File: src/hw/rtl/acfp_pkg.sv
// ----------------------------------------------------------------------------
// acfp_pkg
// Shared constants, character codes and types of the ascii command frame parser.
// ----------------------------------------------------------------------------
package acfp_pkg;

    // frame store and frame limits
    localparam int STORE_DEPTH = 32;
    localparam int FRAME_MAX   = 21;
    localparam int NUMBER_MAX  = 16;

    localparam int CNT_W = $clog2(STORE_DEPTH);

    // fixed byte positions inside a frame
    localparam int IDX_KIND   = 1;
    localparam int IDX_ACTION = 2;
    localparam int IDX_EQ     = 3;
    localparam int NUM_START  = 4;

    // fixed point format
    localparam int FRAC_BITS = 16;
    localparam int IP_W      = 17;
    localparam logic [IP_W-1:0] IP_SAT = {1'b1, {(IP_W-1){1'b0}}};
    localparam int IP10_W    = IP_W + 4;
    localparam int MAG_W     = IP_W + FRAC_BITS;

    function automatic longint unsigned pow10(input int n);
        longint unsigned p;
        p = 64'd1;
        for (int i = 0; i < n; i++) begin
            p = p * 64'd10;
        end
        return p;
    endfunction

    // longest fraction that still fits a number field
    localparam int FRAC_DIGITS = NUMBER_MAX - 2;
    localparam int FD_W        = $clog2(pow10(FRAC_DIGITS) + 64'd1);

    localparam int QUEUE_DEPTH = 4;
    localparam int QPTR_W      = $clog2(QUEUE_DEPTH);

    // character codes
    localparam logic [7:0] CH_TAB   = 8'h09;
    localparam logic [7:0] CH_LF    = 8'h0A;
    localparam logic [7:0] CH_VTAB  = 8'h0B;
    localparam logic [7:0] CH_FFEED = 8'h0C;
    localparam logic [7:0] CH_CR    = 8'h0D;
    localparam logic [7:0] CH_SPACE = 8'h20;
    localparam logic [7:0] CH_BANG  = 8'h21;
    localparam logic [7:0] CH_HASH  = 8'h23;
    localparam logic [7:0] CH_PLUS  = 8'h2B;
    localparam logic [7:0] CH_MINUS = 8'h2D;
    localparam logic [7:0] CH_DOT   = 8'h2E;
    localparam logic [7:0] CH_ZERO  = 8'h30;
    localparam logic [7:0] CH_ONE   = 8'h31;
    localparam logic [7:0] CH_TWO   = 8'h32;
    localparam logic [7:0] CH_THREE = 8'h33;
    localparam logic [7:0] CH_NINE  = 8'h39;
    localparam logic [7:0] CH_EQ    = 8'h3D;
    localparam logic [7:0] CH_AT    = 8'h40;
    localparam logic [7:0] CH_P     = 8'h50;
    localparam logic [7:0] CH_S     = 8'h53;

    // result codes
    localparam logic STATUS_OK  = 1'b0;
    localparam logic STATUS_BAD = 1'b1;

    localparam logic KIND_SPEED    = 1'b0;
    localparam logic KIND_POSITION = 1'b1;

    localparam logic [1:0] ACT_ASSIGN   = 2'd0;
    localparam logic [1:0] ACT_INCREASE = 2'd1;
    localparam logic [1:0] ACT_DECREASE = 2'd2;

    typedef enum logic [1:0] {
        PH_WS,
        PH_INT,
        PH_FRAC,
        PH_STOP
    } acfp_phase_t;

    // one classified byte
    typedef struct packed {
        logic       is_at;
        logic       is_bang;
        logic       is_hash;
        logic       is_eq;
        logic       is_ws;
        logic       is_plus;
        logic       is_minus;
        logic       is_dot;
        logic       is_digit;
        logic [3:0] digit;
        logic       kind_ok;
        logic       kind;
        logic       act_ok;
        logic [1:0] act;
    } acfp_token_t;

    // one completed frame, number still in decimal fraction form
    typedef struct packed {
        logic            status;
        logic            kind;
        logic [1:0]      action;
        logic            neg;
        logic            any;
        logic [IP_W-1:0] ip;
        logic [FD_W-1:0] fn;
        logic [FD_W-1:0] fd;
    } acfp_frame_t;

endpackage

File: src/hw/rtl/acfp_queue.sv
// ----------------------------------------------------------------------------
// acfp_queue
// Short word queue between the classifier and the frame tracker.
// ----------------------------------------------------------------------------
module acfp_queue
    import acfp_pkg::*;
(
    input  logic        aclk,
    input  logic        aresetn,
    input  logic        push,
    input  acfp_token_t push_tok,
    output logic        full,
    input  logic        pop,
    output acfp_token_t head_tok,
    output logic        not_empty
);

    acfp_token_t       slot_reg [QUEUE_DEPTH];
    logic [QPTR_W-1:0] wr_ptr_reg, wr_ptr_next;
    logic [QPTR_W-1:0] rd_ptr_reg, rd_ptr_next;
    logic [QPTR_W:0]   cnt_reg, cnt_next;

    assign full      = (cnt_reg == (QPTR_W+1)'(QUEUE_DEPTH));
    assign not_empty = (cnt_reg != '0);
    assign head_tok  = slot_reg[rd_ptr_reg];

    always_comb begin
        wr_ptr_next = push ? wr_ptr_reg + QPTR_W'(1) : wr_ptr_reg;
        rd_ptr_next = pop  ? rd_ptr_reg + QPTR_W'(1) : rd_ptr_reg;
        cnt_next    = cnt_reg + (QPTR_W+1)'(push) - (QPTR_W+1)'(pop);
    end

    always_ff @(posedge aclk) begin
        if (!aresetn) begin
            wr_ptr_reg <= '0;
            rd_ptr_reg <= '0;
            cnt_reg    <= '0;
        end else begin
            wr_ptr_reg <= wr_ptr_next;
            rd_ptr_reg <= rd_ptr_next;
            cnt_reg    <= cnt_next;
        end
    end

    always_ff @(posedge aclk) begin
        if (push) begin
            slot_reg[wr_ptr_reg] <= push_tok;
        end
    end

endmodule

File: config.mk
export PLATFORM = sky130hd
export DESIGN_NAME = acfp_queue
export DESIGN_NICKNAME = d
export VERILOG_FILES = /design/src/hw/rtl/acfp_pkg.sv /design/src/hw/rtl/acfp_queue.sv
export SDC_FILE = /design/constraint.sdc
export NUM_CORES = 1
export LEC_CHECK = 0
export ABC_AREA = 1
export BUFFER_PORTS_ARGS = -buffer_cell sky130_fd_sc_hd__clkbuf_2
export CAP_MARGIN = 15
export CORE_MARGIN = 4
export CORE_UTILIZATION = 55
export CTS_CLUSTER_SIZE = 20
export DETAILED_ROUTE_END_ITERATION = 6
export PLACE_DENSITY = 0.76
export SYNTH_ARGS = -nofsm -noshare
export SYNTH_HDL_FRONTEND = slang
export SYNTH_SLANG_ARGS = --single-unit
File: constraint.sdc
create_clock -name aclk -period 4 [get_ports aclk]
set_input_delay 0 -clock aclk [delete_from_list [all_inputs] [get_ports aclk]]
set_output_delay 0 -clock aclk [all_outputs]
set_load 0.02 [all_outputs]
==> results.sh <==
export IMPL_outcome="complete, no violations"
export IMPL_p_switching_uw=428.5
export IMPL_overflow=0
export IMPL_gp_congestion=0.7356
export IMPL_multiInputGateArea_sq_um=654.4
export IMPL_worstMarginPinSlew_ps=802.7
export IMPL_drive_gt1_share_pct=17.66
export IMPL_post_dp_hpwl_microns=2993
export IMPL_use_met2_pct=25.64
export IMPL_largest_reg_flops=72
export IMPL_p_sw_share_pct=23.48
export IMPL_clock_sinks=81
export IMPL_synthCells=265
export IMPL_nFillCells=397
export IMPL_holdBufCountCts=22
export IMPL_synth_top_cell_by_area="edfxtp_1"
export IMPL_cts_root_buf="clkbuf_8"
export IMPL_setup_viol=0
export IMPL_cts_buffers=9
export IMPL_avgRoutedWirePerCell_microns=12.39
export IMPL_cts_setup_buffers=0
export IMPL_final_core_util_pct=69.44
export IMPL_path_cells="inv_1, ha_1, nand2_1, inv_1"
export IMPL_drv_slew=0
export IMPL_cts_resized=0
export IMPL_rsz0062_at_grt="false"
export IMPL_grt_util_all_layers_pct=15.01
export IMPL_synth_edff_count=72
export IMPL_critical_path_max_stage_delay_ps=570
export IMPL_mappedNetlistNets=294
export IMPL_grt_pass1_vias=1844
export IMPL_drv_cap=0
export IMPL_fp_dieH_microns=85.45
export IMPL_setup_ws_ps=2397
export IMPL_die_w_microns=85.45
export IMPL_ys_seq_area_share_pct=70.99
export IMPL_crit_arrival_ps=1570
export IMPL_yosys_top_cells_count="edfxtp_1 (72), inv_1 (51), nand2_1 (46), a21oi_1 (23), o211ai_1 (18)"
export IMPL_critPathCaptureType="flip-flop"
export IMPL_clk_path_buf_depth=2
export IMPL_critPathKind="flip-flop to flip-flop"
export IMPL_start_kind="flip-flop"
export IMPL_whs_ps=420.3
export IMPL_hold_viol=0
export IMPL_synth_top_area_share_pct=65.53
export IMPL_pre_cts_ws_ps=2357
export IMPL_fin_setup_tns_ps=0
export IMPL_hp_class="input pin to flip-flop"
export IMPL_power_share_clock_pct=33.1
export IMPL_wirelength_microns=5031
export IMPL_avgViaCountPerCell=4.766
export IMPL_min_period_ps=1603
export IMPL_slowest_stage="inv_1"
export IMPL_antenna_found_initial=0
export IMPL_pwr_share_seq_pct=53.7
export IMPL_antennaDiodeCount=0
export IMPL_cts_tree="done"
export IMPL_boundaryPins=42
export IMPL_use_met3_pct=4.854
export IMPL_yosys_top_cells_area="edfxtp_1 (66%), inv_1 (5.8%), dfxtp_1 (5.5%)"
export IMPL_p_int_uw=1397
export IMPL_vdd_drop_max_mv=0.2493
export IMPL_core_area_sq_um=5675
export IMPL_power_frac_comb_pct=13.1
export IMPL_grt_start_max_net_pins=73
export IMPL_crit_top_cell="inv_1"
export IMPL_max_clock_freq_ghz=0.6238
export IMPL_clkTransAtPathRegs_ps=70
export IMPL_synth_flop_cell="edfxtp_1"
export IMPL_clock_latency_ps=340
export IMPL_port_buffers=41
export IMPL_drt_iter0_drc=92
export IMPL_final_antenna_net_count=0
export IMPL_required_ps=3970
export IMPL_power_density_nw_per_um2=463.1
export IMPL_nNetsFinal=358
export IMPL_finalCritPeriodShare_pct=40.08
export IMPL_leakage_uw=0.001632
export IMPL_syn_area_per_cell_sq_um=12.45
export IMPL_busiest_layer="met2"
export IMPL_crit_fanout=18
export IMPL_skew_ps=4.968
export IMPL_grtUsageMet1_pct=16.75
export IMPL_synthArstFlopShare_pct=0
export IMPL_grt_first_pass_wirelength_microns=8183
export IMPL_drc=0
export IMPL_initial_utilization_pct=58.13
export IMPL_regArea_sq_um=2344
export IMPL_dieArea_sq_um=7302
export IMPL_syn2layout_area_growth_pct=19.45
export IMPL_rows=27
export IMPL_yosys_warnings=0
export IMPL_syn_cell_area_sq_um=3299
export IMPL_synth_cell_types=16
export IMPL_drt_first_pass_iters=4
export IMPL_ys_ff_latch=81
export IMPL_vias=1935
export IMPL_synth_most_common_cell="edfxtp_1"
export IMPL_slew_headroom_pct=46.43
export IMPL_htree_levels=3
## final cells by class
class                           count  share of cell area (%)
Multi-Input combinational cell    121                   16.60
Sequential cell                    81                   59.46
Timing Repair Buffer               65                   11.49
Clock inverter                      7                   2.159
Tap cell                           72                   2.286
Inverter                           51                   4.857
Clock buffer                        9                   3.143
## stage by stage
stage,instances,area [sq um],total power (uW)
floorplan,265,3299,1157
detailed placement,367,3492,1220
CTS,405,3921,1836
finish,406,3941,1825
global placement,367,3492,1214
global route,406,3941,1916
## cell usage in the layout, fill, tap and decap left out, drive strengths merged
cell / instances
buf: 2
edfxtp: 72
o211ai: 18
dfxtp: 9
ha: 6
dlygate4sd3: 22
clkinv: 4
nand2: 46
bufinv: 2
a21oi: 24
clkinvlp: 1
fa: 1
nand3: 2
o21ai: 22
clkbuf: 50
inv: 51
nor2: 2
## routing by layer
metal  wire, microns  vias up
met5               0        -
met4             114        0
met3             225       10
met2            2562       36
met1            2128      861
li1                -     1028
## logic make-up (layout without fill, tap and decap cells)
family,Yosys count,in the layout,synth area share [%]
buffers and inverters,63,132,9.177
adders and majority gates,7,7,2.882
DFF,81,81,70.99
AOI/OAI and AO/OA,64,64,11.19
and+or+nand+nor,50,50,5.764
## final timing paths
kind / end / start / depth (start not counted) / slack (ps)
max reg2reg: slot_reg[2][16] / wr_ptr_reg[0] / 4 / 2400
min reg2reg: flip-flop / rd_ptr_reg[1] / 2 / 490
min: slot_reg[1][16] / push_tok[16] / 2 / 420
max: slot_reg[2][16] / wr_ptr_reg[0] / 4 / 2400
## critical path, delay by kind of cell, from the launching register on
family | cells | cell delay [ps]
buf+inv | 2 | 690
fa+ha+maj | 1 | 160
simple gates | 1 | 50
flops | 1 | 330
## power by group through the flow
stage	clock network, uW	registers, uW	logic [uW]
after global routing	661	984	271
after detailed placement	0	1010	209
after global placement	0	1010	204
final	605	981	240
after floorplan	0	994	163
after CTS	617	993	226
(Power assumes the default switching activity.)
