<file path="config.mk">
export PLATFORM = sky130hd
export DESIGN_NAME = acfp_back
export DESIGN_NICKNAME = d
export VERILOG_FILES = /design/src/hw/rtl/acfp_pkg.sv /design/src/hw/rtl/acfp_back.sv
export SDC_FILE = /design/constraint.sdc
export NUM_CORES = 1
export LEC_CHECK = 0
export ABC_CLOCK_PERIOD_IN_PS = 11000
export BUFFER_PORTS_ARGS = -buffer_cell sky130_fd_sc_hd__buf_2
export CORE_UTILIZATION = 31
export CTS_CLUSTER_SIZE = 20
export DETAILED_ROUTE_END_ITERATION = 8
export GPL_ROUTABILITY_DRIVEN = 1
export GPL_TIMING_DRIVEN = 0
export SYNTH_ARGS = -nofsm -noshare
export SYNTH_HDL_FRONTEND = slang
export SYNTH_SLANG_ARGS = --single-unit
export TNS_END_PERCENT = 50
</file>
<file path="constraint.sdc">
create_clock -name aclk -period 11 [get_ports aclk]
set_input_delay 2.2 -clock aclk [delete_from_list [all_inputs] [get_ports aclk]]
set_output_delay 2.2 -clock aclk [all_outputs]
set_load 0.005 [all_outputs]
</file>
<file path="src/hw/rtl/acfp_pkg.sv">
// ----------------------------------------------------------------------------
// acfp_pkg
// Shared constants, character codes and types of the ascii command frame parser.
// ----------------------------------------------------------------------------
package acfp_pkg;

    // frame store and frame limits
    localparam int STORE_DEPTH = 32;
    localparam int FRAME_MAX   = 21;
    localparam int NUMBER_MAX  = 16;

    localparam int CNT_W = $clog2(STORE_DEPTH);

    // fixed byte positions inside a frame
    localparam int IDX_KIND   = 1;
    localparam int IDX_ACTION = 2;
    localparam int IDX_EQ     = 3;
    localparam int NUM_START  = 4;

    // fixed point format
    localparam int FRAC_BITS = 16;
    localparam int IP_W      = 17;
    localparam logic [IP_W-1:0] IP_SAT = {1'b1, {(IP_W-1){1'b0}}};
    localparam int IP10_W    = IP_W + 4;
    localparam int MAG_W     = IP_W + FRAC_BITS;

    function automatic longint unsigned pow10(input int n);
        longint unsigned p;
        p = 64'd1;
        for (int i = 0; i < n; i++) begin
            p = p * 64'd10;
        end
        return p;
    endfunction

    // longest fraction that still fits a number field
    localparam int FRAC_DIGITS = NUMBER_MAX - 2;
    localparam int FD_W        = $clog2(pow10(FRAC_DIGITS) + 64'd1);

    localparam int QUEUE_DEPTH = 4;
    localparam int QPTR_W      = $clog2(QUEUE_DEPTH);

    // character codes
    localparam logic [7:0] CH_TAB   = 8'h09;
    localparam logic [7:0] CH_LF    = 8'h0A;
    localparam logic [7:0] CH_VTAB  = 8'h0B;
    localparam logic [7:0] CH_FFEED = 8'h0C;
    localparam logic [7:0] CH_CR    = 8'h0D;
    localparam logic [7:0] CH_SPACE = 8'h20;
    localparam logic [7:0] CH_BANG  = 8'h21;
    localparam logic [7:0] CH_HASH  = 8'h23;
    localparam logic [7:0] CH_PLUS  = 8'h2B;
    localparam logic [7:0] CH_MINUS = 8'h2D;
    localparam logic [7:0] CH_DOT   = 8'h2E;
    localparam logic [7:0] CH_ZERO  = 8'h30;
    localparam logic [7:0] CH_ONE   = 8'h31;
    localparam logic [7:0] CH_TWO   = 8'h32;
    localparam logic [7:0] CH_THREE = 8'h33;
    localparam logic [7:0] CH_NINE  = 8'h39;
    localparam logic [7:0] CH_EQ    = 8'h3D;
    localparam logic [7:0] CH_AT    = 8'h40;
    localparam logic [7:0] CH_P     = 8'h50;
    localparam logic [7:0] CH_S     = 8'h53;

    // result codes
    localparam logic STATUS_OK  = 1'b0;
    localparam logic STATUS_BAD = 1'b1;

    localparam logic KIND_SPEED    = 1'b0;
    localparam logic KIND_POSITION = 1'b1;

    localparam logic [1:0] ACT_ASSIGN   = 2'd0;
    localparam logic [1:0] ACT_INCREASE = 2'd1;
    localparam logic [1:0] ACT_DECREASE = 2'd2;

    typedef enum logic [1:0] {
        PH_WS,
        PH_INT,
        PH_FRAC,
        PH_STOP
    } acfp_phase_t;

    // one classified byte
    typedef struct packed {
        logic       is_at;
        logic       is_bang;
        logic       is_hash;
        logic       is_eq;
        logic       is_ws;
        logic       is_plus;
        logic       is_minus;
        logic       is_dot;
        logic       is_digit;
        logic [3:0] digit;
        logic       kind_ok;
        logic       kind;
        logic       act_ok;
        logic [1:0] act;
    } acfp_token_t;

    // one completed frame, number still in decimal fraction form
    typedef struct packed {
        logic            status;
        logic            kind;
        logic [1:0]      action;
        logic            neg;
        logic            any;
        logic [IP_W-1:0] ip;
        logic [FD_W-1:0] fn;
        logic [FD_W-1:0] fd;
    } acfp_frame_t;

endpackage

</file>
<file path="src/hw/rtl/acfp_back.sv">
// ----------------------------------------------------------------------------
// acfp_back
// Frame tracker: sync, byte position, header checks and number accumulation.
// ----------------------------------------------------------------------------
module acfp_back
    import acfp_pkg::*;
(
    input  logic        aclk,
    input  logic        aresetn,
    input  logic        tok_valid,
    input  acfp_token_t tok,
    input  logic        adv,
    output logic        tok_pop,
    output logic        frm_valid,
    output acfp_frame_t frm
);

    logic              synced_reg, synced_next;
    logic [CNT_W-1:0]  cnt_reg, cnt_next;
    logic              last_bang_reg, last_bang_next;
    logic              bang_prior_reg, bang_prior_next;
    logic              kind_ok_reg, kind_ok_next;
    logic              kind_reg, kind_next;
    logic              act_ok_reg, act_ok_next;
    logic [1:0]        act_reg, act_next;
    logic              eq_ok_reg, eq_ok_next;
    acfp_phase_t       phase_reg, phase_next, phase_parse;
    logic              neg_reg, neg_next;
    logic              any_reg, any_next;
    logic [IP_W-1:0]   ip_reg, ip_next;
    logic [FD_W-1:0]   fn_reg, fn_next;
    logic [FD_W-1:0]   fd_reg, fd_next;

    logic              at_limit;
    logic              in_num;
    logic              len_ok;
    logic              num_ok;
    logic              int_digit;
    logic              frac_digit;
    logic              take_minus;
    logic [IP10_W-1:0] ip_x10;
    logic [IP_W-1:0]   ip_acc;
    logic [FD_W-1:0]   fn_acc;
    logic [FD_W-1:0]   fd_acc;

    assign tok_pop  = tok_valid && adv;
    assign at_limit = (cnt_reg == CNT_W'(STORE_DEPTH - 1));
    assign in_num   = (32'(cnt_reg) >= 32'(NUM_START));
    // frame length is the index of the closing hash plus one
    assign len_ok   = (32'(cnt_reg) < 32'(FRAME_MAX));
    assign num_ok   = (32'(cnt_reg) > 32'(NUM_START + 1)) &&
                      (32'(cnt_reg) < 32'(NUMBER_MAX + NUM_START + 1));

    // number scanner: next phase
    always_comb begin
        phase_parse = phase_reg;
        unique case (phase_reg)
            PH_WS: begin
                priority if (tok.is_ws) begin
                    phase_parse = PH_WS;
                end else if (tok.is_plus || tok.is_minus || tok.is_digit) begin
                    phase_parse = PH_INT;
                end else if (tok.is_dot) begin
                    phase_parse = PH_FRAC;
                end else begin
                    phase_parse = PH_STOP;
                end
            end
            PH_INT: begin
                priority if (tok.is_digit) begin
                    phase_parse = PH_INT;
                end else if (tok.is_dot) begin
                    phase_parse = PH_FRAC;
                end else begin
                    phase_parse = PH_STOP;
                end
            end
            PH_FRAC: begin
                phase_parse = tok.is_digit ? PH_FRAC : PH_STOP;
            end
            PH_STOP: begin
                phase_parse = PH_STOP;
            end
            default: begin
                phase_parse = PH_STOP;
            end
        endcase
    end

    // number scanner: accumulate actions
    always_comb begin
        int_digit  = tok.is_digit && ((phase_reg == PH_WS) || (phase_reg == PH_INT));
        frac_digit = tok.is_digit && (phase_reg == PH_FRAC);
        take_minus = tok.is_minus && (phase_reg == PH_WS);
        ip_x10     = {1'b0, ip_reg, 3'b000} + {3'b000, ip_reg, 1'b0} + IP10_W'(tok.digit);
        ip_acc     = (ip_x10 > IP10_W'(IP_SAT)) ? IP_SAT : ip_x10[IP_W-1:0];
        fn_acc     = FD_W'({fn_reg, 3'b000}) + FD_W'({fn_reg, 1'b0}) + FD_W'(tok.digit);
        fd_acc     = FD_W'({fd_reg, 3'b000}) + FD_W'({fd_reg, 1'b0});
    end

    always_comb begin
        synced_next     = synced_reg;
        cnt_next        = cnt_reg;
        last_bang_next  = last_bang_reg;
        bang_prior_next = bang_prior_reg;
        kind_ok_next    = kind_ok_reg;
        kind_next       = kind_reg;
        act_ok_next     = act_ok_reg;
        act_next        = act_reg;
        eq_ok_next      = eq_ok_reg;
        phase_next      = phase_reg;
        neg_next        = neg_reg;
        any_next        = any_reg;
        ip_next         = ip_reg;
        fn_next         = fn_reg;
        fd_next         = fd_reg;
        if (tok_pop) begin
            if (!synced_reg) begin
                if (tok.is_at) begin
                    synced_next     = 1'b1;
                    cnt_next        = CNT_W'(1);
                    last_bang_next  = 1'b0;
                    bang_prior_next = 1'b0;
                    kind_ok_next    = 1'b0;
                    act_ok_next     = 1'b0;
                    eq_ok_next      = 1'b0;
                    phase_next      = PH_WS;
                    neg_next        = 1'b0;
                    any_next        = 1'b0;
                    ip_next         = '0;
                    fn_next         = '0;
                    fd_next         = FD_W'(1);
                end
            end else if (at_limit) begin
                // store overflow, back to hunting
                synced_next = 1'b0;
                cnt_next    = '0;
            end else begin
                cnt_next        = cnt_reg + CNT_W'(1);
                last_bang_next  = tok.is_bang;
                bang_prior_next = bang_prior_reg | last_bang_reg;
                if (cnt_reg == CNT_W'(IDX_KIND)) begin
                    kind_ok_next = tok.kind_ok;
                    kind_next    = tok.kind;
                end
                if (cnt_reg == CNT_W'(IDX_ACTION)) begin
                    act_ok_next = tok.act_ok;
                    act_next    = tok.act;
                end
                if (cnt_reg == CNT_W'(IDX_EQ)) begin
                    eq_ok_next = tok.is_eq;
                end
                if (in_num) begin
                    phase_next = phase_parse;
                    if (take_minus) begin
                        neg_next = 1'b1;
                    end
                    if (int_digit) begin
                        ip_next  = ip_acc;
                        any_next = 1'b1;
                    end
                    if (frac_digit) begin
                        fn_next  = fn_acc;
                        fd_next  = fd_acc;
                        any_next = 1'b1;
                    end
                end
                if (last_bang_reg && tok.is_hash) begin
                    synced_next = 1'b0;
                    cnt_next    = '0;
                end
            end
        end
    end

    // closing bang-hash; apart from the pop handshake, everything checked comes from registered state
    assign frm_valid = tok_pop && synced_reg && !at_limit && last_bang_reg &&
                       tok.is_hash && len_ok;

    always_comb begin
        frm        = '0;
        frm.status = (kind_ok_reg && act_ok_reg && eq_ok_reg && !bang_prior_reg && num_ok)
                     ? STATUS_OK : STATUS_BAD;
        frm.kind   = kind_reg;
        frm.action = act_reg;
        frm.neg    = neg_reg;
        frm.any    = any_reg;
        frm.ip     = ip_reg;
        frm.fn     = fn_reg;
        frm.fd     = fd_reg;
    end

    always_ff @(posedge aclk) begin
        if (!aresetn) begin
            synced_reg     <= 1'b0;
            cnt_reg        <= '0;
            last_bang_reg  <= 1'b0;
            bang_prior_reg <= 1'b0;
            kind_ok_reg    <= 1'b0;
            kind_reg       <= KIND_SPEED;
            act_ok_reg     <= 1'b0;
            act_reg        <= ACT_ASSIGN;
            eq_ok_reg      <= 1'b0;
            phase_reg      <= PH_WS;
            neg_reg        <= 1'b0;
            any_reg        <= 1'b0;
            ip_reg         <= '0;
            fn_reg         <= '0;
            fd_reg         <= FD_W'(1);
        end else begin
            synced_reg     <= synced_next;
            cnt_reg        <= cnt_next;
            last_bang_reg  <= last_bang_next;
            bang_prior_reg <= bang_prior_next;
            kind_ok_reg    <= kind_ok_next;
            kind_reg       <= kind_next;
            act_ok_reg     <= act_ok_next;
            act_reg        <= act_next;
            eq_ok_reg      <= eq_ok_next;
            phase_reg      <= phase_next;
            neg_reg        <= neg_next;
            any_reg        <= any_next;
            ip_reg         <= ip_next;
            fn_reg         <= fn_next;
            fd_reg         <= fd_next;
        end
    end

endmodule

</file>
==> results.cfg <==
[setup_path]
critPathMaxStageDelay_ns = 0.68
critPathSlowestCell = sky130_fd_sc_hd__o31ai_1
crit_chain = buf_2 > fa_1 > inv_1 > fa_1 > nand2b_1 > a21oi_1 > o41a_1 > nor4_1 > o31ai_1 > a31oi_1 > o311ai_0 > a32o_1
critical_path_peak_fanout = 4
path_common_cell = sky130_fd_sc_hd__fa_1
setup.worst_path.end_class = register
start_kind = input port
critical_path_required_ns = 11.38
worst-setup-path-type = input port to register
crit_arrival_ns = 5.92
rr_worst_depth = 11

[synthesis]
yosys.area.top_type_share_pct = 22.88
syn_area_um2 = 11290
post-synth-top-area-cell = sky130_fd_sc_hd__dfxtp_1
number_of_synthesized_flops_with_an_enable_pin = 0
synth_sequential_area_ratio_pct = 22.88
post_synth_num_cell_types = 79
async_flop_share_pct = 0
syn_inst = 1385
post_synth_main_area_contributors = sky130_fd_sc_hd__dfxtp_1 23%, sky130_fd_sc_hd__ha_1 19%, sky130_fd_sc_hd__a21oi_1 5.1%
ys_dominant_reg_cell = sky130_fd_sc_hd__dfxtp_1
synth_nets = 1581
synthesis.area_per_instance_um2 = 8.149
ys.warnings.count = 0
synth_seq_cells = 129

[run_status]
status = finished with violations
violations = design-rule violations

[hold_path]
min_path_type = register to register
worst_hold_path.num_cells = 2

[pwr]
p_int_uw = 838.7
power.leakage_uw = 0.006485
total_switching_power_uw = 261.4
pwr-share-clk_pct = 53.5
pwr-share-seq_pct = 42.7
total_power_uw = 1100
pwrdens_nw_per_um2 = 83.62
power.ir.vdd_worst_v = 0.0001102
sw_frac_of_total_pct = 23.76
power.share.combinational_pct = 3.8

[run]
maxCapViolCount = 0

[final_layout]
syn_to_final_growth_pct = 16.57
finalNonFillerCells = 2018
drive_above_1_share_pct = 13.55
layout.nets = 1740
utilization_pct = 36.90
diodes = 0

[detailed_routing]
antenna_left = 0
detailroute.wirelength.met2_um = 15050
wl_met1_um = 16460
routed.top_layer = met4
first_iter_violations = 463
routed_via_density = 5.330
postRouteWirelength_um = 33260
drc = 8
routed-via-count = 10756
route.detailed.wl_per_inst_um = 16.48
met3RoutedLength_um = 953
dr_pass1_iterations = 7

[timing]
period_needed_ns = 5.548
worstMarginPinSlew_ns = 0.8141
setup_viol = 0
setup_repair_after_global_routing_missed_its_margin = false
timing.slew.headroom_pct = 45.72
finalClockSkew_ns = 0.008069
fin_worst_hold_slack_ns = 0.4635
max_freq_mhz = 180.3
finalSetupTns_ns = 0
report.final.hold_viol_count = 0
timing_max_transition_violations_final = 0
min_period_over_period_pct = 50.43

[global_route]
grt.total_usage_pct = 18.28
grt_remaining_overflow = 0
initial_antenna_violation_count = 0
grt_max_degree = 17
first_pass_grt_wire_length_um = 53950
via_count_of_the_first_global_routing_pass = 10288

[die]
floorplan.die_area_um2 = 37170
fp-row-count = 69
die_height_um = 192.8
pin_count = 141
floorplan.die.width_um = 192.8
floorplan.core_area_um2 = 35660
starting_utilization_of_the_core_area_pct = 31.65

[clocking]
tritoncts = built
cts_hold_repair.buffers = 0
cts_resized = 0
number_of_buffers_between_clock_root_and_the_deepest_sink = 2
cts_buffers = 17
cts_max_level = 4
post_cts.repair.setup_buffers = 0
root_buffer = sky130_fd_sc_hd__clkbuf_16
clkTransAtPathRegs_ns = 0.06
clock_sink_count = 129
insertion_delay_ns = 0.44

[placed_design]
gp_congestion = 0.8880
dpl.hpwl_um = 26090
port-buffer-count = 140
placed_cells_incl_taps = 1986
-- synth_stat cells, types with 6 or more instances --
library cell	number
sky130_fd_sc_hd__o211ai_1	13
sky130_fd_sc_hd__xor2_1	33
sky130_fd_sc_hd__o21ai_0	85
sky130_fd_sc_hd__mux2i_1	6
sky130_fd_sc_hd__xnor2_1	42
sky130_fd_sc_hd__a22oi_1	51
sky130_fd_sc_hd__dfxtp_1	129
sky130_fd_sc_hd__a21oi_1	114
sky130_fd_sc_hd__a21o_1	65
sky130_fd_sc_hd__and2_1	15
sky130_fd_sc_hd__or3_1	14
sky130_fd_sc_hd__a32oi_1	6
sky130_fd_sc_hd__nand2b_1	12
sky130_fd_sc_hd__ha_1	169
sky130_fd_sc_hd__a22o_2	10
sky130_fd_sc_hd__o31ai_1	12
sky130_fd_sc_hd__nor2_1	72
sky130_fd_sc_hd__o21a_1	10
sky130_fd_sc_hd__o21bai_1	10
sky130_fd_sc_hd__a31oi_1	22
sky130_fd_sc_hd__nor3_1	17
sky130_fd_sc_hd__nor2b_1	60
sky130_fd_sc_hd__inv_1	46
sky130_fd_sc_hd__nand3_1	17
sky130_fd_sc_hd__a21boi_0	11
sky130_fd_sc_hd__and3_1	17
sky130_fd_sc_hd__a211oi_1	10
sky130_fd_sc_hd__o2111ai_1	6
sky130_fd_sc_hd__nand2_1	132
sky130_fd_sc_hd__nand4_1	21
sky130_fd_sc_hd__clkbuf_1	53
-- logic make-up (layout without fill, tap and decap cells) --
family	Yosys count	count (layout)	synth area share, %
mux	11	11	1.031
buf+inv	105	277	3.681
compound gates	481	481	28.67
xor+xnor	75	75	5.820
flops	129	129	22.88
fa+ha+maj	174	174	19.62
simple gates	410	410	18.29
-- placed cells by master (no fill, tap or decap), types with 10 or more instances in the layout --
master / count
sky130_fd_sc_hd__ha_1: 169
sky130_fd_sc_hd__buf_2: 142
sky130_fd_sc_hd__nand2_1: 132
sky130_fd_sc_hd__dfxtp_1: 129
sky130_fd_sc_hd__a21oi_1: 114
sky130_fd_sc_hd__o21ai_0: 85
sky130_fd_sc_hd__nor2_1: 72
sky130_fd_sc_hd__a21o_1: 65
sky130_fd_sc_hd__nor2b_1: 60
sky130_fd_sc_hd__clkbuf_1: 55
sky130_fd_sc_hd__a22oi_1: 51
sky130_fd_sc_hd__inv_1: 46
sky130_fd_sc_hd__xnor2_1: 42
sky130_fd_sc_hd__xor2_1: 33
sky130_fd_sc_hd__a31oi_1: 22
sky130_fd_sc_hd__nand4_1: 21
sky130_fd_sc_hd__and3_1: 17
sky130_fd_sc_hd__nor3_1: 17
sky130_fd_sc_hd__nand3_1: 17
sky130_fd_sc_hd__clkbuf_16: 17
sky130_fd_sc_hd__and2_1: 15
sky130_fd_sc_hd__or3_1: 14
sky130_fd_sc_hd__o211ai_1: 13
sky130_fd_sc_hd__o31ai_1: 12
sky130_fd_sc_hd__nand2b_1: 12
sky130_fd_sc_hd__a21boi_0: 11
sky130_fd_sc_hd__o21bai_1: 10
sky130_fd_sc_hd__o21a_1: 10
sky130_fd_sc_hd__a211oi_1: 10
sky130_fd_sc_hd__a22o_2: 10
-- metal layers --
metal  global-route usage, %  vias to the layer above
li1                        -                     5478
met1                   24.59                     5049
met2                   29.45                      179
met3                   2.382                       50
met4                   6.996                        0
met5                       0                        -
-- worst max-delay path: cells and delay by family --
family                     cells  cell delay, ns
AOI/OAI and AO/OA              6            2.23
adders and majority gates      2            0.99
and+or+nand+nor                2            0.31
buffers and inverters          2            0.18
-- worst paths after layout --
kind,from,to,slack (ns)
hold reg to reg,act_reg[0],act_reg[0],0.46
setup / recovery,tok[8],fn_reg[42],5.45
hold / removal,act_reg[0],act_reg[0],0.46
setup reg to reg,fn_reg[0],fn_reg[42],6.99
-- power by group through the flow --
stage | Combinational (uW) | Sequential, uW | Clock [uW]
CTS | 42.3 | 470 | 606
finish | 41.5 | 470 | 588
global route | 47.0 | 470 | 622
global placement | 42.0 | 480 | 0
floorplan | 23.8 | 480 | 0
detailed placement | 42.2 | 480 | 0
-- through the flow --
step                area (um2)  worst slack (ns)
finish                   13160             5.452
global route             13160             5.195
CTS                      13160             5.526
detailed placement       12560             5.075
global placement         12560             5.145
floorplan                11290             5.882
-- final cells by class --
cell class / count / area, um2
sequential: 129 / 2582
multi-input combinational: 1151 / 8288
fill: 3735 / 22500
inverter: 46 / 172.7
clock buffer: 23 / 488.0
clock inverter: 9 / 105.1
timing repair buffer: 140 / 700.7
tap: 461 / 576.8
buffer: 59 / 242.7
No activity file was read; power rests on OpenSTA's default activity.
