## src/hw/rtl/acfp_pkg.sv

```systemverilog
// ----------------------------------------------------------------------------
// acfp_pkg
// Shared constants, character codes and types of the ascii command frame parser.
// ----------------------------------------------------------------------------
package acfp_pkg;

    // frame store and frame limits
    localparam int STORE_DEPTH = 32;
    localparam int FRAME_MAX   = 21;
    localparam int NUMBER_MAX  = 16;

    localparam int CNT_W = $clog2(STORE_DEPTH);

    // fixed byte positions inside a frame
    localparam int IDX_KIND   = 1;
    localparam int IDX_ACTION = 2;
    localparam int IDX_EQ     = 3;
    localparam int NUM_START  = 4;

    // fixed point format
    localparam int FRAC_BITS = 16;
    localparam int IP_W      = 17;
    localparam logic [IP_W-1:0] IP_SAT = {1'b1, {(IP_W-1){1'b0}}};
    localparam int IP10_W    = IP_W + 4;
    localparam int MAG_W     = IP_W + FRAC_BITS;

    function automatic longint unsigned pow10(input int n);
        longint unsigned p;
        p = 64'd1;
        for (int i = 0; i < n; i++) begin
            p = p * 64'd10;
        end
        return p;
    endfunction

    // longest fraction that still fits a number field
    localparam int FRAC_DIGITS = NUMBER_MAX - 2;
    localparam int FD_W        = $clog2(pow10(FRAC_DIGITS) + 64'd1);

    localparam int QUEUE_DEPTH = 4;
    localparam int QPTR_W      = $clog2(QUEUE_DEPTH);

    // character codes
    localparam logic [7:0] CH_TAB   = 8'h09;
    localparam logic [7:0] CH_LF    = 8'h0A;
    localparam logic [7:0] CH_VTAB  = 8'h0B;
    localparam logic [7:0] CH_FFEED = 8'h0C;
    localparam logic [7:0] CH_CR    = 8'h0D;
    localparam logic [7:0] CH_SPACE = 8'h20;
    localparam logic [7:0] CH_BANG  = 8'h21;
    localparam logic [7:0] CH_HASH  = 8'h23;
    localparam logic [7:0] CH_PLUS  = 8'h2B;
    localparam logic [7:0] CH_MINUS = 8'h2D;
    localparam logic [7:0] CH_DOT   = 8'h2E;
    localparam logic [7:0] CH_ZERO  = 8'h30;
    localparam logic [7:0] CH_ONE   = 8'h31;
    localparam logic [7:0] CH_TWO   = 8'h32;
    localparam logic [7:0] CH_THREE = 8'h33;
    localparam logic [7:0] CH_NINE  = 8'h39;
    localparam logic [7:0] CH_EQ    = 8'h3D;
    localparam logic [7:0] CH_AT    = 8'h40;
    localparam logic [7:0] CH_P     = 8'h50;
    localparam logic [7:0] CH_S     = 8'h53;

    // result codes
    localparam logic STATUS_OK  = 1'b0;
    localparam logic STATUS_BAD = 1'b1;

    localparam logic KIND_SPEED    = 1'b0;
    localparam logic KIND_POSITION = 1'b1;

    localparam logic [1:0] ACT_ASSIGN   = 2'd0;
    localparam logic [1:0] ACT_INCREASE = 2'd1;
    localparam logic [1:0] ACT_DECREASE = 2'd2;

    typedef enum logic [1:0] {
        PH_WS,
        PH_INT,
        PH_FRAC,
        PH_STOP
    } acfp_phase_t;

    // one classified byte
    typedef struct packed {
        logic       is_at;
        logic       is_bang;
        logic       is_hash;
        logic       is_eq;
        logic       is_ws;
        logic       is_plus;
        logic       is_minus;
        logic       is_dot;
        logic       is_digit;
        logic [3:0] digit;
        logic       kind_ok;
        logic       kind;
        logic       act_ok;
        logic [1:0] act;
    } acfp_token_t;

    // one completed frame, number still in decimal fraction form
    typedef struct packed {
        logic            status;
        logic            kind;
        logic [1:0]      action;
        logic            neg;
        logic            any;
        logic [IP_W-1:0] ip;
        logic [FD_W-1:0] fn;
        logic [FD_W-1:0] fd;
    } acfp_frame_t;

endpackage

```

## src/hw/rtl/acfp_front.sv

```systemverilog
// ----------------------------------------------------------------------------
// acfp_front
// Input side: takes bytes, drops line breaks and classifies the rest.
// ----------------------------------------------------------------------------
module acfp_front
    import acfp_pkg::*;
(
    input  logic        s_valid,
    output logic        s_ready,
    input  logic [7:0]  s_byte_in,
    input  logic        q_full,
    output logic        push,
    output acfp_token_t push_tok
);

    logic is_break;

    assign s_ready  = !q_full;
    assign is_break = (s_byte_in == CH_CR) || (s_byte_in == CH_LF);
    assign push     = s_valid && !q_full && !is_break;

    always_comb begin
        push_tok          = '0;
        push_tok.is_at    = (s_byte_in == CH_AT);
        push_tok.is_bang  = (s_byte_in == CH_BANG);
        push_tok.is_hash  = (s_byte_in == CH_HASH);
        push_tok.is_eq    = (s_byte_in == CH_EQ);
        push_tok.is_ws    = (s_byte_in == CH_SPACE) || (s_byte_in == CH_TAB) ||
                            (s_byte_in == CH_VTAB) || (s_byte_in == CH_FFEED);
        push_tok.is_plus  = (s_byte_in == CH_PLUS);
        push_tok.is_minus = (s_byte_in == CH_MINUS);
        push_tok.is_dot   = (s_byte_in == CH_DOT);
        push_tok.is_digit = (s_byte_in >= CH_ZERO) && (s_byte_in <= CH_NINE);
        push_tok.digit    = s_byte_in[3:0];
        push_tok.kind_ok  = (s_byte_in == CH_S) || (s_byte_in == CH_P);
        push_tok.kind     = (s_byte_in == CH_P) ? KIND_POSITION : KIND_SPEED;
        push_tok.act_ok   = (s_byte_in == CH_ONE) || (s_byte_in == CH_TWO) ||
                            (s_byte_in == CH_THREE);
        priority if (s_byte_in == CH_TWO) begin
            push_tok.act = ACT_INCREASE;
        end else if (s_byte_in == CH_THREE) begin
            push_tok.act = ACT_DECREASE;
        end else begin
            push_tok.act = ACT_ASSIGN;
        end
    end

endmodule

```

## config.mk

```make
export PLATFORM = sky130hd
export DESIGN_NAME = acfp_front
export DESIGN_NICKNAME = d
export VERILOG_FILES = /design/src/hw/rtl/acfp_pkg.sv /design/src/hw/rtl/acfp_front.sv
export SDC_FILE = /design/constraint.sdc
export NUM_CORES = 1
export LEC_CHECK = 0
export ABC_AREA = 1
export CORE_AREA = 2 2 39 41
export DETAILED_ROUTE_END_ITERATION = 10
export DIE_AREA = 0 0 41 43
export DONT_BUFFER_PORTS = 1
export PLACE_DENSITY = 0.38
export SYNTH_ARGS = -nofsm -noshare
export SYNTH_HDL_FRONTEND = slang
export SYNTH_SLANG_ARGS = --single-unit
```

## constraint.sdc

```tcl
create_clock -name vclk -period 0.8
set_input_delay 0.16 -clock vclk [all_inputs]
set_output_delay 0.16 -clock vclk [all_outputs]
set_load 0.01 [all_outputs]
```

==> flow_summary.json, run 1 <==
{
  "synth_top_cells_by_area": "nand2_1 (16%), nor2_1 (15%), inv_1 (12%)",
  "postCtsHoldBufs": 0,
  "status": "finished, violations left",
  "syn_area_um2": 302,
  "slew_viol_final": 0,
  "yosys-top-cells-count": "nand2_1 (13), nor2_1 (12), inv_1 (10), buf_4 (4), nor3_1 (3)",
  "yosysMostFrequentCell": "nand2_1",
  "timing.final.crit_share": 1.15,
  "diodes": 0,
  "seq_cells": 0,
  "seq_area_frac_synth": 0,
  "dr.pass1.iters": 3,
  "hold_viol_final": 0,
  "dpl.cell_count": 80,
  "io_pins": 30,
  "setup_ws_ns": -0.120,
  "num_vias": 368,
  "overflow": 0,
  "drt_iter0_drc": 3,
  "netSwitchingFraction": 0.572,
  "drive_gt1_frac": 0.612,
  "viasPerCell": 4.43,
  "cp-end-kind": "primary output",
  "wl_um": 892,
  "critical_path_required_ns": 0.64,
  "synthCells": 58,
  "setup_violations": 12,
  "io_buffers": 0,
  "critPathLaunch": "s_byte_in[7]",
  "synth_nets": 68,
  "die_w_um": 41,
  "crit_end": "push_tok[13]",
  "antenna_found_initial": 0,
  "seq_area_um2": 0,
  "die_h_um": 43,
  "fin_nets": 79,
  "min_period_ns": 0.920,
  "dp_slack_ns": -0.117,
  "worst-setup-path-type": "input pin to primary output",
  "core_area_um2": 1380,
  "drc": 0,
  "share_comb_of_total_power": 1.000,
  "hpwl_um": 732,
  "gr-usage-all-layers": 0.103,
  "worst_pin_slew_ns": 0.255,
  "clock_buffer_count": 0,
  "yosysWarnings": 0,
  "hold_class": "input pin to primary output",
  "synth_cell_types": 16,
  "total_power_uw": 134,
  "wl_met3_um": 88,
  "avgSynthCellArea_um2": 5.20,
  "first_global_vias": 324,
  "fin_cells": 83,
  "violations": "setup timing",
  "wl_met2_um": 474,
  "area_growth_pct": 58.9,
  "cp_data_arrival_time_ns": 0.76,
  "fmax_ghz": 1.09,
  "switchingPower_uw": 76.6,
  "postRouteAntennaNets": 0,
  "maxCapViolations": 0,
  "seq_power_share": 0,
  "initial_utilization": 0.218,
  "dieArea_um2": 1760,
  "yosysTopAreaCell": "nand2_1",
  "cellPowerDensity_nw_per_um2": 279,
  "relSlewSlack": 0.829,
  "peakVddDrop_uv": 115,
  "grt_pass1_wl_um": 1340,
  "rows": 14,
  "final_core_util": 0.346,
  "p_int_uw": 57.2,
  "wire_per_inst_um": 10.7,
  "grt_max_degree": 7,
  "drt-met1-wl_um": 330,
  "yosysTopAreaCellShare": 0.162,
  "crit_fanout": 6,
  "startpoint_type": "input pin",
  "p_leak_uw": 0.000187,
  "dr.max_layer_used": "met3",
  "power.share.clock": 0,
  "rsz0062_at_grt": "true",
  "gp_congestion": 0.646
}
[cells by family after synthesis]
family | synth area share
buffers and inverters | 0.237
AOI/OAI and AO/OA | 0.0332
and+or+nand+nor | 0.730
[layout make-up]
cell class	count	area [µm²]
tap	16	20.0
fill	164	905
inverter	11	45.0
timing repair buffer	13	101
multi-input combinational	43	313
[repair_timing]
| action | CTS | global route |
|---|---|---|
| resized for setup | 11 | 14 |
| setup endpoints to repair | 13 | 15 |
| setup buffers | 1 | 2 |
| pin swaps | 5 | 5 |
[power groups by stage]
stage               clock (µW)  combinational, µW  sequential (µW)
floorplan                    0               90.9                0
global placement             0                105                0
detailed placement           0                105                0
CTS                          0                119                0
global route                 0                147                0
finish                       0                134                0
[stage by stage]
stage | hold WS [ns] | TNS [ns] | cell area (µm²)
6_report | 0.320 | -0.490 | 479
5_1_grt | 0.320 | -1.11 | 479
4_1_cts | 0.320 | -0.520 | 418
3_5_place_dp | 0.320 | -0.639 | 367
3_3_place_gp | 0.320 | -0.644 | 367
2_1_floorplan | 0.371 | -0.112 | 302
[worst max-delay path, cell delays in order]
cell     delay (ns)
nor2_4         0.15
nand3_4        0.13
or2_1          0.24
nand2_2        0.08
[layer usage]
metal | up-vias | global-route usage
met5 | - | 0
met4 | 0 | 0
met3 | 0 | 0.0105
met2 | 15 | 0.178
met1 | 162 | 0.139
li1 | 191 | -
[worst min path at each step]
stage / start / to / slack [ns] / cells after the start
after floorplan: q_full / s_ready / 0.37 / 1
final: s_byte_in[0] / push_tok[5] / 0.32 / 0
after global placement: s_byte_in[3] / push_tok[8] / 0.32 / 0
after global routing: s_byte_in[0] / push_tok[5] / 0.32 / 0
after detailed placement: s_byte_in[3] / push_tok[8] / 0.32 / 0
after CTS: s_byte_in[2] / push_tok[7] / 0.32 / 0
[placed cells by master (no fill, tap or decap), drive strengths merged]
cell / count
inv: 10
clkinvlp: 1
nand4: 1
nor2: 16
a21oi: 2
nand3: 4
buf: 13
or2: 1
nor3: 5
nand2: 14
Power figures use the tool's default switching activity.
==> run 2, diff against run 1 <==
==> constraint.sdc (replaced) <==
create_clock -name vclk -period 0.8
set_input_delay 0.2 -clock vclk [all_inputs]
set_output_delay 0.2 -clock vclk [all_outputs]
set_load 0.01 [all_outputs]
==> flow_summary.json, run 2 (synthesis gave the netlist of run 1 again) <==
{
  "dpl.cell_count": 76,
  "seq_cells": 0,
  "final_cell_mix": "buf_4 (9), nor2_4 (8), nand2_1 (7)",
  "min_period_ns": 0.965,
  "fmax_ghz": 1.04,
  "p_leak_uw": 0.000221,
  "fin_tns_setup_ns": -1.79,
  "grt_pass1_wl_um": 1390,
  "antenna_found_initial": 0,
  "final_core_util": 0.395,
  "share_comb_of_total_power": 1.000,
  "overflow": 0,
  "hpwl_um": 759,
  "rows": 14,
  "diodes": 0,
  "die_h_um": 43,
  "status": "finished, violations left",
  "worst_pin_slew_ns": 0.257,
  "cellPowerDensity_nw_per_um2": 311,
  "peakVddDrop_uv": 122,
  "relSlewSlack": 0.828,
  "crit_path_top_delay_cell": "nor3_4",
  "dr.pass1.iters": 2,
  "drt_iter0_drc": 1,
  "switchingPower_uw": 98.3,
  "netSwitchingFraction": 0.577,
  "drive_gt1_frac": 0.692,
  "worst-setup-path-type": "input pin to primary output",
  "postRouteAntennaNets": 0,
  "wl_um": 956,
  "violations": "setup timing",
  "first_global_vias": 314,
  "mostFrequentLayoutCell": "buf_4",
  "p_int_uw": 72.0,
  "timing.final.crit_share": 1.21,
  "setup_ws_ns": -0.165,
  "core_area_um2": 1380,
  "viasPerCell": 4.57,
  "slew_viol_final": 0,
  "seq_area_um2": 0,
  "critical_path_required_ns": 0.60,
  "startpoint_type": "input pin",
  "setup_violations": 15,
  "cp_data_arrival_time_ns": 0.76,
  "crit_fanout": 5,
  "seq_power_share": 0,
  "die_w_um": 41,
  "io_buffers": 0,
  "cp-end-kind": "primary output",
  "rsz0062_at_grt": "true",
  "power.share.clock": 0,
  "cp_cell_sequence": "nor2_4 -> buf_4 -> nand3_4 -> nor3_4",
  "dieArea_um2": 1760,
  "drc": 0,
  "fin_cells": 81,
  "hold_viol_final": 0,
  "total_power_uw": 170,
  "clock_buffer_count": 0,
  "area_growth_pct": 81.3,
  "hold_class": "input pin to primary output",
  "maxCapViolations": 0,
  "io_pins": 30,
  "num_vias": 370,
  "gr-usage-all-layers": 0.106,
  "gp_congestion": 0.686,
  "max_stage_delay_ns": 0.18,
  "wire_per_inst_um": 11.8,
  "fin_nets": 77,
  "grt_max_degree": 7,
  "initial_utilization": 0.218
}
## run 2: cell count changes in the layout (fill, tap and decap cells not counted), moves of 2 or more
cell	change
nor3_2	-4
nor3_4	+3
inv_1	-2
buf_4	-3
nand2_2	-2
nand2_1	-2
nor2_4	+3
nand2_4	+4
nor2_1	-3
## run 2: per-layer routing
metal | global-route usage | up-vias | part of all wire
li1 | - | 187 | -
met1 | 0.150 | 170 | 0.37
met2 | 0.181 | 13 | 0.57
met3 | 0.00524 | 0 | 0.067
met4 | 0 | 0 | 0
met5 | 0 | - | 0
## run 2: cell type report
| type | count | area, µm² |
|---|---|---|
| Multi-Input combinational cell | 43 | 389 |
| Timing Repair Buffer | 11 | 90.1 |
| Tap cell | 16 | 20.0 |
| Inverter | 11 | 47.5 |
| Fill cell | 148 | 837 |
## run 2: path summary, 6_finish.rpt
check          from          end  slack (ns)  depth (start not counted)
max    s_byte_in[7]  push_tok[0]       -0.16                          4
min    s_byte_in[0]  push_tok[5]        0.40                          0
## run 2: stage by stage
| stage | hold slack (ns) | setup slack (ns) | cell area, µm² |
|---|---|---|---|
| 4_1_cts | 0.400 | -0.201 | 473 |
| 2_1_floorplan | 0.451 | -0.123 | 353 |
| 3_5_place_dp | 0.400 | -0.212 | 388 |
| 5_1_grt | 0.400 | -0.236 | 547 |
| 3_3_place_gp | 0.400 | -0.193 | 388 |
| 6_report | 0.400 | -0.165 | 547 |
## run 2: worst max-delay path: cells and delay by family
kind / cells / cell delay [ns]
and+or+nand+nor: 3 / 0.42
buffers and inverters: 1 / 0.13
## run 2: power groups by stage
stage | logic [µW] | clock network, µW | registers [µW]
finish | 170 | 0 | 0
global route | 186 | 0 | 0
CTS | 141 | 0 | 0
detailed placement | 115 | 0 | 0
global placement | 115 | 0 | 0
floorplan | 107 | 0 | 0
## run 2: what timing repair did
action / CTS / global route
buffers inserted: 3 / 2
hold buffers: 0 / 0
pin swaps: 9 / 12
hold endpoints to repair: 0 / 0
endpoints found under the setup margin: 15 / 15
gates resized for setup: 14 / 16
==> run 3, diff against run 2 <==
--- a/config.mk
+++ b/config.mk
@@ -11,6 +11,7 @@
 export DIE_AREA = 0 0 41 43
 export DONT_BUFFER_PORTS = 1
 export PLACE_DENSITY = 0.38
+export SETUP_SLACK_MARGIN = 0.2
 export SYNTH_ARGS = -nofsm -noshare
 export SYNTH_HDL_FRONTEND = slang
 export SYNTH_SLANG_ARGS = --single-unit
==> flow_summary.json, run 3 (synthesis gave the netlist of run 1 again) <==
{
  "status": "finished, violations left",
  "violations": "setup timing",
  "postCtsHoldBufs": 0,
  "seq_power_share": 0,
  "rows": 14,
  "antenna_found_initial": 0,
  "drc": 0,
  "hpwl_um": 739,
  "grt_pass1_wl_um": 1260,
  "hold_class": "input pin to primary output",
  "clock_buffer_count": 0,
  "rsz0062_at_grt": "true",
  "dp_slack_ns": -0.192,
  "max_stage_delay_ns": 0.21,
  "gr-usage-all-layers": 0.0960,
  "switchingPower_uw": 91.5,
  "wire_per_inst_um": 11.0,
  "crit_fanout": 6,
  "relSlewSlack": 0.833,
  "final_cell_mix": "nand2_1 (9), nor2_4 (8), buf_4 (8)",
  "die_h_um": 43,
  "worst_pin_slew_ns": 0.250,
  "mostFrequentLayoutCell": "nand2_1",
  "crit_path_top_delay_cell": "or2_0",
  "io_buffers": 0,
  "drive_gt1_frac": 0.688,
  "critPathBufInv": 0,
  "hold_viol_final": 0,
  "slew_viol_final": 0,
  "startpoint_type": "input pin",
  "fin_nets": 76,
  "grt_max_degree": 7,
  "io_pins": 30,
  "multiInputGateArea_um2": 375,
  "p_int_uw": 70.5,
  "core_area_um2": 1380,
  "dr.pass1.iters": 4,
  "cp_cell_sequence": "nor2_4 -> nand3_4 -> or2_0 -> nand2_1",
  "area_growth_pct": 78.4,
  "dieArea_um2": 1760,
  "cp-end-kind": "primary output",
  "seq_area_um2": 0,
  "setup_ws_ns": -0.184,
  "cellPowerDensity_nw_per_um2": 301,
  "postRouteAntennaNets": 0,
  "maxCapViolations": 0,
  "fin_tns_setup_ns": -1.98,
  "crit_family": "simple AND/OR/NAND/NOR gates",
  "p_leak_uw": 0.000221,
  "netSwitchingFraction": 0.565,
  "worst-setup-path-type": "input pin to primary output",
  "die_w_um": 41,
  "timing.final.crit_share": 1.23,
  "overflow": 0,
  "fillers": 150,
  "power.share.clock": 0,
  "wl_um": 883,
  "diodes": 0,
  "worstHoldEndpoint": "push_tok[5]",
  "gp_congestion": 0.635,
  "initial_utilization": 0.218,
  "num_vias": 362,
  "setup_violations": 15,
  "first_global_vias": 308,
  "fmax_ghz": 1.02,
  "peakVddDrop_uv": 124,
  "min_period_ns": 0.984,
  "drt_iter0_drc": 7,
  "hp-start": "s_byte_in[0]",
  "viasPerCell": 4.53,
  "cp_data_arrival_time_ns": 0.78,
  "seq_cells": 0,
  "critical_path_required_ns": 0.60,
  "whs_path_depth": 0,
  "share_comb_of_total_power": 1.000
}
## run 3: worst max-delay path by stage
stage / start / to / slack, ns / cells past startpoint
after floorplan: s_byte_in[6] / push_tok[13] / -0.12 / 4
after global placement: s_byte_in[6] / push_tok[2] / -0.19 / 3
after detailed placement: s_byte_in[6] / push_tok[1] / -0.19 / 3
after CTS: s_byte_in[6] / push_tok[1] / -0.20 / 3
after global routing: s_byte_in[6] / push_tok[13] / -0.22 / 4
final: s_byte_in[6] / push_tok[13] / -0.18 / 4
## run 3: metrics by stage
stage | cell area, µm² | hold slack (ns) | total power [µW] | util | std cells
final | 538 | 0.400 | 162 | 0.389 | 80
after global routing | 538 | 0.400 | 175 | 0.389 | 80
after CTS | 458 | 0.400 | 137 | 0.331 | 77
after detailed placement | 409 | 0.400 | 124 | 0.296 | 77
after global placement | 409 | 0.400 | 124 | 0.296 | 77
after floorplan | 367 | 0.451 | 113 | - | 58
## run 3: per-layer routing
metal | vias up | part of all wire | global-route usage
li1 | 188 | - | -
met1 | 160 | 0.37 | 0.124
met2 | 14 | 0.54 | 0.172
met3 | 0 | 0.089 | 0.0105
met4 | 0 | 0 | 0
met5 | - | 0 | 0
## run 3: power groups by stage
stage	Combinational [µW]	Sequential [µW]	Clock (µW)
floorplan	113	0	0
global placement	124	0	0
detailed placement	124	0	0
CTS	137	0	0
global route	175	0	0
finish	162	0	0
## run 3: final cells by class
class,count,area share
tap,16,0.0372
inverter,11,0.112
multi-input combinational,43,0.698
timing repair buffer,10,0.153
## run 3: what timing repair did
action	4_1_cts	5_1_grt
endpoints found under the hold margin	0	0
pin swaps	4	11
cloned	0	0
setup endpoints to repair	15	15
buffers inserted	0	3
resized for setup	15	15
